<file path="src/rtl/ultrasonic_echo_ranger_unit_macros.svh">
// assertion macros for the ultrasonic echo ranger
`ifndef ULTRASONIC_ECHO_RANGER_UNIT_MACROS_SVH
`define ULTRASONIC_ECHO_RANGER_UNIT_MACROS_SVH

// same-cycle implication, disabled in reset
`define UER_ASSERT_NOW(lbl, clk, rst_n, ante, cons, msg) \
    lbl: assert property (@(posedge clk) disable iff (!rst_n) (ante) |-> (cons)) \
        else $error(msg);

// next-cycle implication, disabled in reset
`define UER_ASSERT_NEXT(lbl, clk, rst_n, ante, cons, msg) \
    lbl: assert property (@(posedge clk) disable iff (!rst_n) (ante) |=> (cons)) \
        else $error(msg);

`endif

</file>
<file path="src/rtl/uer_pkg.sv">
// shared types and constants of the ultrasonic echo ranger
package uer_pkg;

    // ping sequencer phases
    typedef enum logic [4:0] {
        PH_IDLE  = 5'b00001,
        PH_TRIG  = 5'b00010,
        PH_WAIT  = 5'b00100,
        PH_COUNT = 5'b01000,
        PH_HOLD  = 5'b10000
    } t_phase;

    // register indexes
    localparam logic REG_TRIGGER_WIDTH = 1'b0;
    localparam logic REG_HOLDOFF       = 1'b1;

    localparam logic [7:0]  TRIGGER_WIDTH_RST = 8'd20;
    localparam logic [15:0] HOLDOFF_RST       = 16'd50000;

    // distance = floor(sum * 16 / 103), saturated to 15 bits
    localparam int unsigned DIST_BITS    = 15;
    localparam logic [14:0] DIST_MAX     = 15'h7fff;
    localparam int unsigned DIST_SAT_SUM = 210944;
    localparam int unsigned DIV_IN_BITS  = 18;
    localparam int unsigned DIV_MUL_BITS = 23;
    localparam logic [22:0] DIV_MUL      = 23'd5212339;
    localparam int unsigned DIV_SHIFT    = 25;

    // configuration seen by the sequencer
    typedef struct packed {
        logic [7:0]  trigger_width;
        logic [15:0] holdoff;
    } t_cfg;

endpackage

</file>
<file path="src/rtl/uer_cfg.sv">
// apb register file for trigger width and hold-off
module uer_cfg
    import uer_pkg::*;
(
    input  logic        i_clk,
    input  logic        i_rst_n,
    input  logic        psel,
    input  logic        penable,
    input  logic        pwrite,
    input  logic [2:0]  paddr,
    input  logic [31:0] pwdata,
    output logic [31:0] prdata,
    output logic        pready,
    output t_cfg        o_cfg
);

    t_cfg r_cfg;
    logic w_wr;
    logic w_idx;

    assign pready = 1'b1;
    assign w_idx  = paddr[2];
    assign w_wr   = psel && penable && pwrite;

    // register writes
    always_ff @(posedge i_clk) begin
        if (!i_rst_n) begin
            r_cfg.trigger_width <= TRIGGER_WIDTH_RST;
            r_cfg.holdoff       <= HOLDOFF_RST;
        end else if (w_wr) begin
            unique case (w_idx)
                REG_TRIGGER_WIDTH: r_cfg.trigger_width <= pwdata[7:0];
                REG_HOLDOFF:       r_cfg.holdoff       <= pwdata[15:0];
                default: ;
            endcase
        end
    end

    // read mux
    always_comb begin
        unique case (w_idx)
            REG_TRIGGER_WIDTH: prdata = {24'd0, r_cfg.trigger_width};
            REG_HOLDOFF:       prdata = {16'd0, r_cfg.holdoff};
            default:           prdata = 32'd0;
        endcase
    end

    assign o_cfg = r_cfg;

endmodule

</file>
<file path="src/rtl/uer_dist.sv">
// echo sum to q4 centimetres: reciprocal multiply with saturation
module uer_dist
    import uer_pkg::*;
#(
    parameter int unsigned SUM_BITS = 17
)
(
    input  logic [SUM_BITS-1:0]  i_sum,
    output logic [DIST_BITS-1:0] o_dist
);

    localparam int unsigned CW = (SUM_BITS > DIV_IN_BITS) ? SUM_BITS : DIV_IN_BITS;
    localparam int unsigned PW = DIV_IN_BITS + DIV_MUL_BITS;

    logic [CW-1:0] w_sum;
    logic          w_sat;
    logic [PW-1:0] w_prod;

    assign w_sum = CW'(i_sum);
    // anything at or above the saturation sum gives 32768 or more
    assign w_sat = (w_sum >= CW'(DIST_SAT_SUM));
    // below saturation the sum fits 18 bits; sum*m >> 25 equals sum*16/103
    assign w_prod = PW'(w_sum[DIV_IN_BITS-1:0]) * PW'(DIV_MUL);
    assign o_dist = w_sat ? DIST_MAX : w_prod[DIV_SHIFT +: DIST_BITS];

endmodule

</file>
<file path="src/rtl/ultrasonic_echo_ranger_unit.sv">
// top level of the ultrasonic echo ranger: ping sequencer and result register
//
//  channel   direction  fields
//  s_axis    in         tdata: start_req, echo_level
//  m_axis    out        tdata: trigger_level, busy_res, distance_q4; tuser: distance_valid
//  apb       in/out     trigger_width_us at 0x0, holdoff_us at 0x4
//
// one item per clock while m_axis is not stalled: each item is one microsecond tick, one result per item
// an item's whole step is done in the cycle it is accepted, result registered
// s_axis_tready is high while the result register is empty or being taken
// reset brings the sequencer to idle, distance to zero and registers to defaults
// a stalled m_axis holds the result and the sequencer state together
`include "ultrasonic_echo_ranger_unit_macros.svh"

module ultrasonic_echo_ranger_unit
    import uer_pkg::*;
#(
    parameter int unsigned ECHO_COUNT_BITS = 16
)
(
    input  logic        i_clk,
    input  logic        i_rst_n,
    input  logic        s_axis_tvalid,
    output logic        s_axis_tready,
    input  logic [7:0]  s_axis_tdata,   // [0] start_req, [1] echo_level
    output logic        m_axis_tvalid,
    input  logic        m_axis_tready,
    output logic [23:0] m_axis_tdata,   // [0] trigger_level, [1] busy_res, [16:2] distance_q4
    output logic        m_axis_tuser,   // [0] distance_valid
    input  logic        psel,
    input  logic        penable,
    input  logic        pwrite,
    input  logic [2:0]  paddr,
    input  logic [31:0] pwdata,
    output logic [31:0] prdata,
    output logic        pready
);

    localparam int unsigned EB = ECHO_COUNT_BITS;
    localparam int unsigned SW = ECHO_COUNT_BITS + 1;
    localparam logic [EB-1:0] ECHO_MAX = {EB{1'b1}};

    t_cfg w_cfg;

    // sequencer state
    t_phase                 r_phase,      n_phase;
    logic [15:0]            r_ticks,      n_ticks;
    logic [EB-1:0]          r_echo_ticks, n_echo_ticks;
    logic [SW-1:0]          r_echo_sum,   n_echo_sum;
    logic                   r_sidx,       n_sidx;
    logic [DIST_BITS-1:0]   r_last_dist,  n_last_dist;

    // result register
    logic r_out_valid;
    logic r_out_trig,   n_trig;
    logic r_out_busy,   n_busy;
    logic r_out_dvalid, n_dvalid;

    logic                 w_accept;
    logic                 w_start;
    logic                 w_echo;
    logic [DIST_BITS-1:0] w_dist;

    uer_cfg u_cfg (
        .i_clk   (i_clk),
        .i_rst_n (i_rst_n),
        .psel    (psel),
        .penable (penable),
        .pwrite  (pwrite),
        .paddr   (paddr),
        .pwdata  (pwdata),
        .prdata  (prdata),
        .pready  (pready),
        .o_cfg   (w_cfg)
    );

    uer_dist #(
        .SUM_BITS (SW)
    ) u_dist (
        .i_sum  (r_echo_sum),
        .o_dist (w_dist)
    );

    // handshake
    assign s_axis_tready = !r_out_valid || m_axis_tready;
    assign w_accept      = s_axis_tvalid && s_axis_tready;
    assign w_start       = s_axis_tdata[0];
    assign w_echo        = s_axis_tdata[1];

    // one tick of the ping sequencer
    always_comb begin
        n_phase      = r_phase;
        n_ticks      = r_ticks;
        n_echo_ticks = r_echo_ticks;
        n_echo_sum   = r_echo_sum;
        n_sidx       = r_sidx;
        n_last_dist  = r_last_dist;
        n_trig       = 1'b0;
        n_dvalid     = 1'b0;

        // start of a new two-ping reading
        if (n_phase == PH_IDLE && w_start) begin
            n_phase      = PH_TRIG;
            n_ticks      = 16'd0;
            n_echo_ticks = '0;
            n_echo_sum   = '0;
            n_sidx       = 1'b0;
        end

        case (n_phase)
            PH_HOLD: begin
                if (n_ticks < w_cfg.holdoff) begin
                    n_ticks = n_ticks + 16'd1;
                end else if (!n_sidx) begin
                    n_sidx  = 1'b1;
                    n_phase = PH_TRIG;
                    n_ticks = 16'd0;
                end else begin
                    n_last_dist = w_dist;
                    n_dvalid    = 1'b1;
                    n_phase     = PH_IDLE;
                    n_ticks     = 16'd0;
                end
            end
            PH_COUNT: begin
                if (w_echo) begin
                    if (n_echo_ticks != ECHO_MAX) begin
                        n_echo_ticks = n_echo_ticks + EB'(1);
                    end
                end else begin
                    n_echo_sum = n_echo_sum + SW'(n_echo_ticks);
                    n_phase    = PH_HOLD;
                    n_ticks    = 16'd0;
                end
            end
            PH_WAIT: begin
                if (w_echo) begin
                    n_echo_ticks = EB'(1);
                    n_phase      = PH_COUNT;
                end
            end
            default: ;
        endcase

        // trigger pulse, entered from idle or hold-off in the same tick
        if (n_phase == PH_TRIG) begin
            n_trig  = 1'b1;
            n_ticks = n_ticks + 16'd1;
            if (n_ticks >= 16'(w_cfg.trigger_width)) begin
                n_phase = PH_WAIT;
                n_ticks = 16'd0;
            end
        end

        n_busy = (n_phase != PH_IDLE);
    end

    // sequencer registers
    always_ff @(posedge i_clk) begin
        if (!i_rst_n) begin
            r_phase      <= PH_IDLE;
            r_ticks      <= 16'd0;
            r_echo_ticks <= '0;
            r_echo_sum   <= '0;
            r_sidx       <= 1'b0;
            r_last_dist  <= '0;
        end else if (w_accept) begin
            r_phase      <= n_phase;
            r_ticks      <= n_ticks;
            r_echo_ticks <= n_echo_ticks;
            r_echo_sum   <= n_echo_sum;
            r_sidx       <= n_sidx;
            r_last_dist  <= n_last_dist;
        end
    end

    // result register
    always_ff @(posedge i_clk) begin
        if (!i_rst_n) begin
            r_out_valid <= 1'b0;
        end else if (w_accept) begin
            r_out_valid <= 1'b1;
        end else if (m_axis_tready) begin
            r_out_valid <= 1'b0;
        end
    end

    always_ff @(posedge i_clk) begin
        if (w_accept) begin
            r_out_trig   <= n_trig;
            r_out_busy   <= n_busy;
            r_out_dvalid <= n_dvalid;
        end
    end

    // distance comes straight from the last-distance register, which only
    // moves with an accepted item and so stays with the held result
    assign m_axis_tvalid = r_out_valid;
    assign m_axis_tdata  = {7'd0, r_last_dist, r_out_busy, r_out_trig};
    assign m_axis_tuser  = r_out_dvalid;

    // checks
    `UER_ASSERT_NOW(a_report_not_busy, i_clk, i_rst_n, r_out_valid && r_out_dvalid, !r_out_busy, "report item shows busy")
    `UER_ASSERT_NOW(a_trig_busy, i_clk, i_rst_n, r_out_valid && r_out_trig, r_out_busy && !r_out_dvalid, "trigger outside a reading")
    `UER_ASSERT_NEXT(a_dist_with_report, i_clk, i_rst_n, !w_accept || !n_dvalid, $stable(r_last_dist), "distance moved without a report")
    `UER_ASSERT_NEXT(a_stall_holds, i_clk, i_rst_n, r_out_valid && !m_axis_tready, r_out_valid && $stable(r_phase), "stalled result dropped or state moved")

endmodule
</file>
<file path="config.mk">
export PLATFORM = sky130hd
export DESIGN_NAME = ultrasonic_echo_ranger_unit
export DESIGN_NICKNAME = d
export VERILOG_FILES = /design/src/rtl/uer_pkg.sv /design/src/rtl/uer_cfg.sv /design/src/rtl/uer_dist.sv /design/src/rtl/ultrasonic_echo_ranger_unit.sv
export VERILOG_INCLUDE_DIRS = /design/src /design/src/rtl
export SDC_FILE = /design/constraint.sdc
export NUM_CORES = 1
export LEC_CHECK = 0
export BUFFER_PORTS_ARGS = -buffer_cell sky130_fd_sc_hd__buf_2
export CAP_MARGIN = 20
export CORE_UTILIZATION = 45
export DETAILED_ROUTE_END_ITERATION = 10
export PLACE_DENSITY = 0.7
export SKIP_LAST_GASP = 1
export SYNTH_ARGS = -nofsm -noshare
export SYNTH_HDL_FRONTEND = slang
export SYNTH_SLANG_ARGS = --single-unit
</file>
<file path="constraint.sdc">
create_clock -name i_clk -period 18.15 [get_ports i_clk]
set_clock_uncertainty 0.05 [all_clocks]
set_input_delay 2.7225 -clock i_clk [delete_from_list [all_inputs] [get_ports i_clk]]
set_output_delay 2.7225 -clock i_clk [all_outputs]
set_load 0.005 [all_outputs]
</file>
==> results of run 1 <==
-- per-stage QoR --
step | hold WS [ns] | util [%]
2_1_floorplan | 0.393 | -
3_3_place_gp | 0.401 | 47.9
3_5_place_dp | 0.402 | 47.9
4_1_cts | 0.417 | 49.0
5_1_grt | 0.436 | 49.0
6_report | 0.414 | 49.0
-- area by class of cell --
class | count | area share (%)
clock buffer | 12 | 1.72
clock inverter | 4 | 0.383
inverter | 188 | 5.14
multi-input combinational | 1153 | 72.2
sequential | 98 | 14.5
tap | 378 | 3.45
timing repair buffer | 68 | 2.61
-- flip-flops by register name, indices dropped and copies added (netlist names) --
signal	cells
r_phase	5
r_echo_ticks	16
r_out_busy	1
r_sidx	1
m_axis_tuser	1
u_cfg.o_cfg	24
m_axis_tvalid	1
r_last_dist	15
r_out_trig	1
r_ticks	16
r_echo_sum	17
-- worst register-to-register path, stage by stage (launching register included) --
cell and delay, ns:
dfxtp_1 0.55, fa_1 0.72, inv_1 0.08, fa_1 0.54
inv_1 0.06, ha_1 0.30, fa_1 0.46, fa_1 0.54
fa_1 0.49, ha_1 0.27, a21o_1 0.19, a21o_1 0.16
a221oi_1 0.69, o2111a_1 0.39, a2111oi_0 0.15, o31ai_1 0.46
o21ai_0 0.23, a21oi_1 0.33, a21oi_1 0.14, xnor2_1 0.14
o21ai_0 0.08
-- synth_stat cells, drive strengths merged, types with 28 or more instances --
library cell  instances  area (sq um)
nand3                46           230
a21boi               36           270
fa                  116          2320
o21ai                72           387
nand2               148           558
and2                 44           275
nor2b                28           178
nor2                 65           249
buf                  40           277
xnor2                32           280
inv                 187           702
clkbuf               35           131
a21oi                59           295
dfxtp                95          1900
ha                  212          2650
-- cell usage in the layout, fill, tap and decap left out, types with 44 or more instances in the layout --
master / count
fa_1: 116
dfxtp_1: 95
o21ai_0: 59
nor2_1: 63
nand2_1: 147
a21oi_1: 59
buf_2: 61
nand3_1: 46
and2_1: 44
ha_1: 212
inv_1: 187
-- per-layer routing --
| metal | part of all wire [%] | vias up |
|---|---|---|
| li1 | - | 5118 |
| met1 | 46 | 5102 |
| met2 | 47 | 281 |
| met3 | 4.4 | 60 |
| met4 | 3.0 | 0 |
| met5 | 0 | - |
-- path summary, 6_finish.rpt --
path         slack (ns)               to  cells after the start
max                9.67       r_ticks[4]                     25
min                0.41  u_cfg.o_cfg[12]                      2
max reg2reg       11.02  r_last_dist[14]                     20
min reg2reg        0.41  u_cfg.o_cfg[12]                      2
-- power by group through the flow --
stage / combinational, mW / sequential, mW / clock, mW
finish: 0.0432 / 0.222 / 0.199
global route: 0.0477 / 0.222 / 0.211
CTS: 0.0424 / 0.222 / 0.202
detailed placement: 0.0423 / 0.227 / 0
global placement: 0.0420 / 0.227 / 0
floorplan: 0.0326 / 0.225 / 0
-- cell families after synthesis --
group                    Yosys count  share of synthesized area [%]
AND/OR/NAND/NOR                  436                           17.3
buffers and inverters            263                           8.61
XOR/XNOR                          44                           2.98
AO/OA/AOI/OAI                    318                           16.9
other                              2                         0.0581
multiplexers                       3                          0.252
adder cells (fa/ha/maj)          328                           38.5
flip-flops                        98                           15.4
==> metrics.md, run 1 <==
| Metric | Value |
|---|---|
| Status | completed |
| Startpoint class of the critical path | primary input |
| Area grow syn2layout | 6.15% |
| Final-report setup violation count | 0 |
| ANT nets after route | 0 |
| Drc violations | 0 |
| Clock tree buffer depth | 2 |
| Core area | 28000 sq um |
| CTS Hold Bufs | 0 |
| Pwr Density | 33.8 nW/um^2 |
| CP startpoint | s_axis_tdata[0] |
| Sink Count | 98 |
| Post-route insts no fill | 1901 |
| Sequential area share after synthesis | 15.4% |
| Total net switching power | roughly 0.12 mW |
| Num CTS Buffers | 9 |
| Yosys warns | 0 |
| Max-cap viol count | 0 |
| Max stage delay on crit path | about 0.40 ns |
| Most used routing layer | met2 |
| RSZ-0062 raised after global routing | false |
| Detailed Route WL | 32600 microns |
| DP Wirelength | 26300 microns |
| Static leakage | 7.24 nW |
| Clk_lat worst skew | 0.36 ns |
| Synthesized area | 12900 sq um |
| Critical path's top delay family | simple AND/OR/NAND/NOR gates |
| Clk network pwr share | 43.0% |
| Max frequency | ~120 MHz |
| Mapped Cells | between 1000 and 1500 |
| Required @ worst endpoint | 18.38 ns |
| Combinational share of power | 9.3% |
| Post-cts sizing count | 0 |
| Routed vias | 10561 |
| Multi-input gate area | 9900 sq um |
| Num rows | 61 |
| Post-synth EDFFs | 3 |
| Final Hold Vio Count | 0 |
| IO Count | between 100 and 150 |
| Mean Syn Cell Area | just under 9 sq um |
| Pin count of the biggest net entering global routing | 52 |
| WP buf/inv | 3 |
| Drt initial violations | 685 |
| Yosys reg bits | 98 |
| Worst hold start | u_cfg.o_cfg[12] |
| Placed instance area | 13400 sq um |
| Met2 Track Usage GR | 38.3% |
| Slew Viols, Final | 0 |
| Slowest cell on crit path | nor2_2 |
| Initial antenna violation count | 0 |
| Grt met3 use | 3.04% |
| Worst-path clk slew | 0.08 ns |
| Top FF cell, synth | dfxtp_1 |
| Worst path arrival time | 8.71 ns |
| Register Area | 1990 sq um |
| Routed len/inst | 17.2 microns |
| Synth cell types | 88 |
| Asr flop ratio synth | 0% |
| Critical R2R Launch | r_echo_sum[5] |
| Number of port buffers | 61 |
| Fillers | 2679 |
| Total track usage | 23.2% |
| Final period util | between 40% and 50% |
| Sum Neg Setup Slack | 0 ns |
| Setup repair bufs after CTS | 0 |
| Total congestion overflow | 0 |
| Seq pwr share | between 40% and 50% |
| Worst Hold Class | reg2reg |
| Via density | 5.56 |
| Placed Cells incl. Taps | 1884 |
| First-pass GRT wire length | approximately 53000 microns |
| Die height | 171 microns |
| Final Power | 0.464 mW |
| Worst slack at placement | 9.43 ns |
| GP Congestion | 0.936 |
| Vias in the first global route | 10353 |
| Share of cells above drive strength 1 | 7.94% |
| Met1 GRT Util | 30.7% |
| Die footprint | between 20000 and 30000 sq um |
| Kind of critical path | in2reg |
| Worst-margin pin slew | 0.983 ns |
| Final WS setup | 9.67 ns |
| DRT Pass-1 Iters | 5 |
| Cell internal pwr | between 0.3 and 0.4 mW |
| VDD IR-drop max | 0.0371 mV |
| Initial Utilization | 46.2% |
| H-tree levels | 3 |
| CP endpoint kind | flip-flop |
| TritonCTS clock tree | built |
| Clock root cell | clkbuf_16 |
| Final min period | 8.48 ns |
| Nets@finish | 1896 |
| Sw Share | between 20% and 30% |
| Crit-path max FO | 38 |
| Relative max-transition margin | 34.2% |
| Ant. Diodes | 0 |
| Final instance area | 13700 sq um |
| Die Span X | around 170 microns |
Power figures use the tool's default switching activity.
==> inputs of run 2 (changes only) <==
--- a/config.mk
+++ b/config.mk
@@ -10,7 +10,7 @@
 export CAP_MARGIN = 20
 export CORE_UTILIZATION = 45
 export DETAILED_ROUTE_END_ITERATION = 10
-export PLACE_DENSITY = 0.7
+export PLACE_DENSITY = 0.72
 export SKIP_LAST_GASP = 1
 export SYNTH_ARGS = -nofsm -noshare
 export SYNTH_HDL_FRONTEND = slang
==> constraint.sdc (replaced) <==
create_clock -name i_clk -period 7.7 [get_ports i_clk]
set_clock_uncertainty 0.05 [all_clocks]
set_input_delay 1.155 -clock i_clk [delete_from_list [all_inputs] [get_ports i_clk]]
set_output_delay 1.155 -clock i_clk [all_outputs]
set_load 0.005 [all_outputs]
==> run 2 against run 1 <==
Sequential share of layout area decreased by 0.10 points. First-iteration DRC count decreased by 4.4%. Count of clock-buffer cells in the layout down 1. Critical path type is now reg2reg. Critical endpoint is now r_last_dist[14].
==> metrics.md, run 2 (same netlist as run 1, synthesis figures left out) <==
| Metric | Value |
|---|---|
| Static leakage | 7.31 nW |
| Sink Count | 98 |
| Crit-path max FO | 5 |
| H-tree levels | 3 |
| Initial Utilization | 46.2% |
| ANT nets after route | 0 |
| Vias in the first global route | roughly 11000 |
| Share of cells above drive strength 1 | 8.92% |
| Worst Hold Class | reg2reg |
| Startpoint class of the critical path | flip-flop |
| Final Hold Vio Count | 0 |
| Clock tree buffer depth | 2 |
| Die height | roughly 170 microns |
| Area grow syn2layout | 6.88% |
| DRT Pass-1 Iters | 5 |
| Kind of critical path | reg2reg |
| Via density | ~5.6 |
| Total track usage | 23.4% |
| Num rows | 61 |
| Number of port buffers | just over 60 |
| IO Count | 110 |
| Worst-path clk slew | 0.07 ns |
| Worst-margin pin slew | 0.990 ns |
| Hold Slack | 0.413 ns |
| Final min period | 6.93 ns |
| Max reg flops | 24 |
| Max frequency | 144 MHz |
| VDD IR-drop max | about 0.13 mV |
| Sum Neg Setup Slack | 0 ns |
| Worst path arrival time | 7.13 ns |
| Routed len/inst | roughly 17 microns |
| Setup repair bufs after CTS | 0 |
| Status | completed |
| Final Power | 1.07 mW |
| Slew Viols, Final | 0 |
| Detailed Route WL | 32700 microns |
| Die Span X | ~170 microns |
| Nets@finish | 1910 |
| Total congestion overflow | 0 |
| Final period util | 89.9% |
| TritonCTS clock tree | built |
| Fin util | between 40 and 50% |
| Final WS setup | 0.775 ns |
| Drc violations | 0 |
| Max-cap viol count | 0 |
| Post-cts sizing count | 0 |
| First-pass GRT wire length | about 54000 microns |
| Initial antenna violation count | 0 |
| DP Wirelength | around 26000 microns |
| Max stage delay on crit path | 0.67 ns |
| Relative max-transition margin | 33.8% |
| CTS Hold Bufs | 0 |
| Worst slack at placement | 0.718 ns |
| Most common cell after layout, fill and taps aside | ha_1 |
| Ant. Diodes | 0 |
| Clk_lat worst skew | 0.37 ns |
| Most frequent cells in the layout | ha_1 (212), inv_1 (187), nand2_1 (147) |
| Slowest cell on crit path | fa_1 |
| Drt initial violations | 655 |
| Final-report setup violation count | 0 |
| Routed vias | 10680 |
| RSZ-0062 raised after global routing | false |
| Critical path cell sequence | fa_1 -> inv_1 -> fa_1 -> inv_1 -> ha_1 -> fa_1 -> fa_1 -> fa_1 -> ha_1 -> a21o_1 -> a21o_1 -> a221oi_1 -> o2111a_1 -> a2111oi_0 -> o31ai_1 -> o21ai_0 -> a21oi_1 -> a21oi_1 -> xnor2_1 -> o21ai_0 |
| Pin count of the biggest net entering global routing | 93 |
| Pwr Density | roughly 78 nW/um^2 |
| CP endpoint kind | flip-flop |
| Die footprint | 29400 sq um |
| Required @ worst endpoint | 7.91 ns |
| Num CTS Buffers | 9 |
| Critical Path Most Common Cell | fa_1 |
| Core area | 28000 sq um |
| GP Congestion | 0.949 |
| Clock root cell | clkbuf_16 |
-- run 2: worst paths after layout --
| kind | from | endpoint | slack [ns] | cells after the start |
|---|---|---|---|---|
| worst max-delay path | r_echo_sum[5] | r_last_dist[14] | 0.77 | 20 |
| worst min-delay path | r_last_dist[4] | r_last_dist[4] | 0.41 | 2 |
| worst max register to register | r_echo_sum[5] | r_last_dist[14] | 0.77 | 20 |
| worst min register to register | r_last_dist[4] | r_last_dist[4] | 0.41 | 2 |
-- run 2: through the flow --
step	std cells	area (sq um)
after detailed placement	1898	13500
final	1914	13800
after floorplan	1514	13000
after CTS	1913	13800
after global routing	1914	13800
after global placement	1898	13500
-- run 2: layout make-up --
type	count	area, sq um
fillers	2662	14200
flip-flops and latches	98	1990
clock buffers	11	253
well taps	378	473
clock inverters	4	26.3
multi-input cells	1153	9900
inverters	188	706
repair buffers	82	463
-- run 2: worst max-delay path, delay by kind of cell (launching register included) --
kind            cells  cell delay [ns]
compound gates     10             2.76
xor+xnor            1             0.14
fa+ha+maj           7             3.26
buf+inv             2             0.16
flops               1             0.43
-- run 2: metal layers --
metal  wire [microns]  global-route usage (%)  share of wire [%]  vias to the layer above
met5                0                       0                  0                        -
met4              796                    7.80                2.4                        0
met3             1550                    3.06                4.7                       56
met2            15800                    40.3                 48                      305
met1            14600                    30.2                 44                     5177
li1                 -                       -                  -                     5142
-- run 2: report_power, final --
| group | total (mW) | internal, mW | switching (mW) |
|---|---|---|---|
| clock network | 0.448 | 0.235 | 0.213 |
| logic | 0.103 | 0.0323 | 0.0708 |
| registers | 0.522 | 0.516 | 0.00646 |
==> inputs of run 3 (changes only) <==
--- a/config.mk
+++ b/config.mk
@@ -8,9 +8,11 @@
 export LEC_CHECK = 0
 export BUFFER_PORTS_ARGS = -buffer_cell sky130_fd_sc_hd__buf_2
 export CAP_MARGIN = 20
-export CORE_UTILIZATION = 45
+export CELL_PAD_IN_SITES_DETAIL_PLACEMENT = 0
+export CELL_PAD_IN_SITES_GLOBAL_PLACEMENT = 1
+export CORE_UTILIZATION = 43
 export DETAILED_ROUTE_END_ITERATION = 10
-export PLACE_DENSITY = 0.72
+export PLACE_DENSITY = 0.86
 export SKIP_LAST_GASP = 1
 export SYNTH_ARGS = -nofsm -noshare
 export SYNTH_HDL_FRONTEND = slang
==> run 3 against run 2 <==
The run now ends with design-rule violations left. Largest cell class unchanged. Core utilization shrank 2.5 points. Combinational power about the same. Non-clock buffer count is 1 lower. Global-route usage is 1.7 points lower. Wire length is 1.3% lower. Hold slack gained 0.0039 ns. Via count down 1.3%. Highest routed layer unchanged.
==> metrics.md, run 3 (same netlist as run 1, synthesis figures left out) <==
| Metric | Value |
|---|---|
| Max reg flops | 24 |
| Final Hold Vio Count | 0 |
| VDD IR-drop max | just over 0.1 mV |
| Drc violations | 2 |
| Placed Cells incl. Taps | 1910 |
| Share of cells above drive strength 1 | 8.92% |
| Max-cap viol count | 0 |
| Static leakage | 7.32 nW |
| RSZ-0062 raised after global routing | false |
| Hold Slack | about 0.42 ns |
| TritonCTS clock tree | built |
| Kind of critical path | reg2reg |
| Total net switching power | 0.298 mW |
| IO Count | 110 |
| Critical Path Most Common Cell | fa_1 |
| Num CTS Buffers | 9 |
| Clk network pwr share | 44.7% |
| Initial Utilization | 43.6% |
| Worst slack at placement | 0.854 ns |
| Slew Viols, Final | 0 |
| Clock root cell | clkbuf_16 |
| Hold Crit Depth | 2 |
| Most frequent cells in the layout | ha_1 (212), inv_1 (187), nand2_1 (147) |
| Final period util | 90.0% |
| Final WS setup | 0.766 ns |
| Seq pwr share | ~46% |
| Worst-margin pin slew | roughly 1.1 ns |
| Core area | 29600 sq um |
| Most used routing layer | met2 |
| Number of port buffers | 61 |
| Vias in the first global route | 10518 |
| Slowest cell on crit path | fa_1 |
| Most common cell after layout, fill and taps aside | ha_1 |
| Clock tree buffer depth | 2 |
| Worst-path clk slew | 0.07 ns |
| Area grow syn2layout | 7.31% |
| Die height | 175 microns |
| Failing checks | design-rule violations |
| Die footprint | between 30000 and 40000 sq um |
| Required @ worst endpoint | roughly 7.9 ns |
| Pin count of the biggest net entering global routing | 76 |
| Pwr Density | 81.3 nW/um^2 |
| Post-cts sizing count | 0 |
| Status | complete, but fails checks |
| Nets@finish | 1909 |
| Total track usage | 21.7% |
| H-tree levels | 3 |
| CP endpoint kind | flip-flop |
| Final-report setup violation count | 0 |
| Worst r2r dst | r_last_dist[14] |
| Cells on worst reg2reg path | 20 |
| GP Congestion | a little over 0.9 |
| Final instance area | 13900 sq um |
| CTS Hold Bufs | 0 |
| Num rows | 63 |
| Critical R2R Launch | r_echo_sum[6] |
| Startpoint class of the critical path | flip-flop |
| ANT nets after route | 0 |
| Worst hold start | r_last_dist[4] |
| Routed vias | 10539 |
| Sw Share | 26.4% |
| Fillers | 2942 |
| Setup repair bufs after CTS | 0 |
| Final min period | just under 7 ns |
| Via density | 5.47 |
| Drt initial violations | 539 |
| Crit-path max FO | 9 |
| Die Span X | 175 microns |
| Worst Hold Class | reg2reg |
| Ant. Diodes | 0 |
| Placed instance area | 13500 sq um |
| Total congestion overflow | 0 |
| Met1 GRT Util | between 20% and 30% |
| Max stage delay on crit path | 0.66 ns |
| Met2 Track Usage GR | 37.7% |
| Worst Hold End | r_last_dist[4] |
| Fin util | 46.8% |
| DP Wirelength | 26500 microns |
| Initial antenna violation count | 0 |
| Relative max-transition margin | 29.6% |
| First-pass GRT wire length | around 53000 microns |
| Detailed Route WL | 32300 microns |
| Cell internal pwr | 0.830 mW |
| Sum Neg Setup Slack | 0 ns |
| Final Power | between 1 and 1.5 mW |
| Worst R2R Setup Slack | 0.77 ns |
| Combinational share of power | 9.0% |
| Clk_lat worst skew | 0.36 ns |
| Routed len/inst | 16.8 microns |
| Sink Count | 98 |
| Max frequency | 144 MHz |
| Worst path arrival time | 7.12 ns |
| Post-route insts no fill | about 1900 |
| Grt met3 use | under 10% |
| Critical path cell sequence | fa_1 -> inv_1 -> fa_1 -> inv_1 -> ha_1 -> fa_1 -> fa_1 -> fa_1 -> ha_1 -> a21o_1 -> a21o_1 -> a221oi_1 -> o2111a_1 -> a2111oi_0 -> o31ai_1 -> o21ai_0 -> a21oi_1 -> a21oi_1 -> xnor2_1 -> o21ai_0 |
| DRT Pass-1 Iters | 8 |
## run 3: changes by cell type in the layout (fill, tap and decap cells not counted), sizes merged
cell	previous run	this run
clkinv	3	2
clkbuf	11	12
buf	82	81
bufinv	0	1
## run 3: how the worst max path moves through the flow
| stage | from | to | slack (ns) | cells after the start |
|---|---|---|---|---|
| after floorplan | s_axis_tdata[0] | r_phase[2] | 1.52 | 26 |
| final | r_echo_sum[6] | r_last_dist[14] | 0.77 | 20 |
| after global routing | r_echo_sum[6] | r_last_dist[13] | 0.46 | 20 |
| after detailed placement | r_echo_sum[6] | r_last_dist[14] | 0.85 | 20 |
| after CTS | r_echo_sum[6] | r_last_dist[14] | 0.82 | 20 |
| after global placement | s_axis_tdata[0] | r_phase[2] | 0.85 | 23 |
## run 3: final cells by class
cell class	instances	area (sq um)	share of cell area [%]
Clock buffer	12	268	1.93
Clock inverter	4	55.1	0.397
Inverter	188	706	5.09
Multi-Input combinational cell	1153	9910	71.4
Sequential cell	98	1990	14.4
Tap cell	390	488	3.52
Timing Repair Buffer	81	455	3.28
## run 3: critical path: cells and delay by family (launching register included)
family                   cells  cell delay (ns)
AO/OA/AOI/OAI               10             2.72
XOR/XNOR                     1             0.14
flip-flops                   1             0.47
adder cells (fa/ha/maj)      7             3.28
buffers and inverters        2             0.14
## run 3: routing by layer
| metal | up-vias | share of wire [%] |
|---|---|---|
| met5 | - | 0 |
| met4 | 0 | 2.3 |
| met3 | 41 | 4.3 |
| met2 | 272 | 48 |
| met1 | 5083 | 46 |
| li1 | 5143 | - |
## run 3: power by group through the flow
stage / combinational [mW] / clock [mW] / sequential (mW)
after CTS: 0.100 / 0.508 / 0.522
after global routing: 0.113 / 0.534 / 0.523
after detailed placement: 0.100 / 0 / 0.534
after global placement: 0.0999 / 0 / 0.534
after floorplan: 0.0767 / 0 / 0.531
final: 0.102 / 0.504 / 0.522
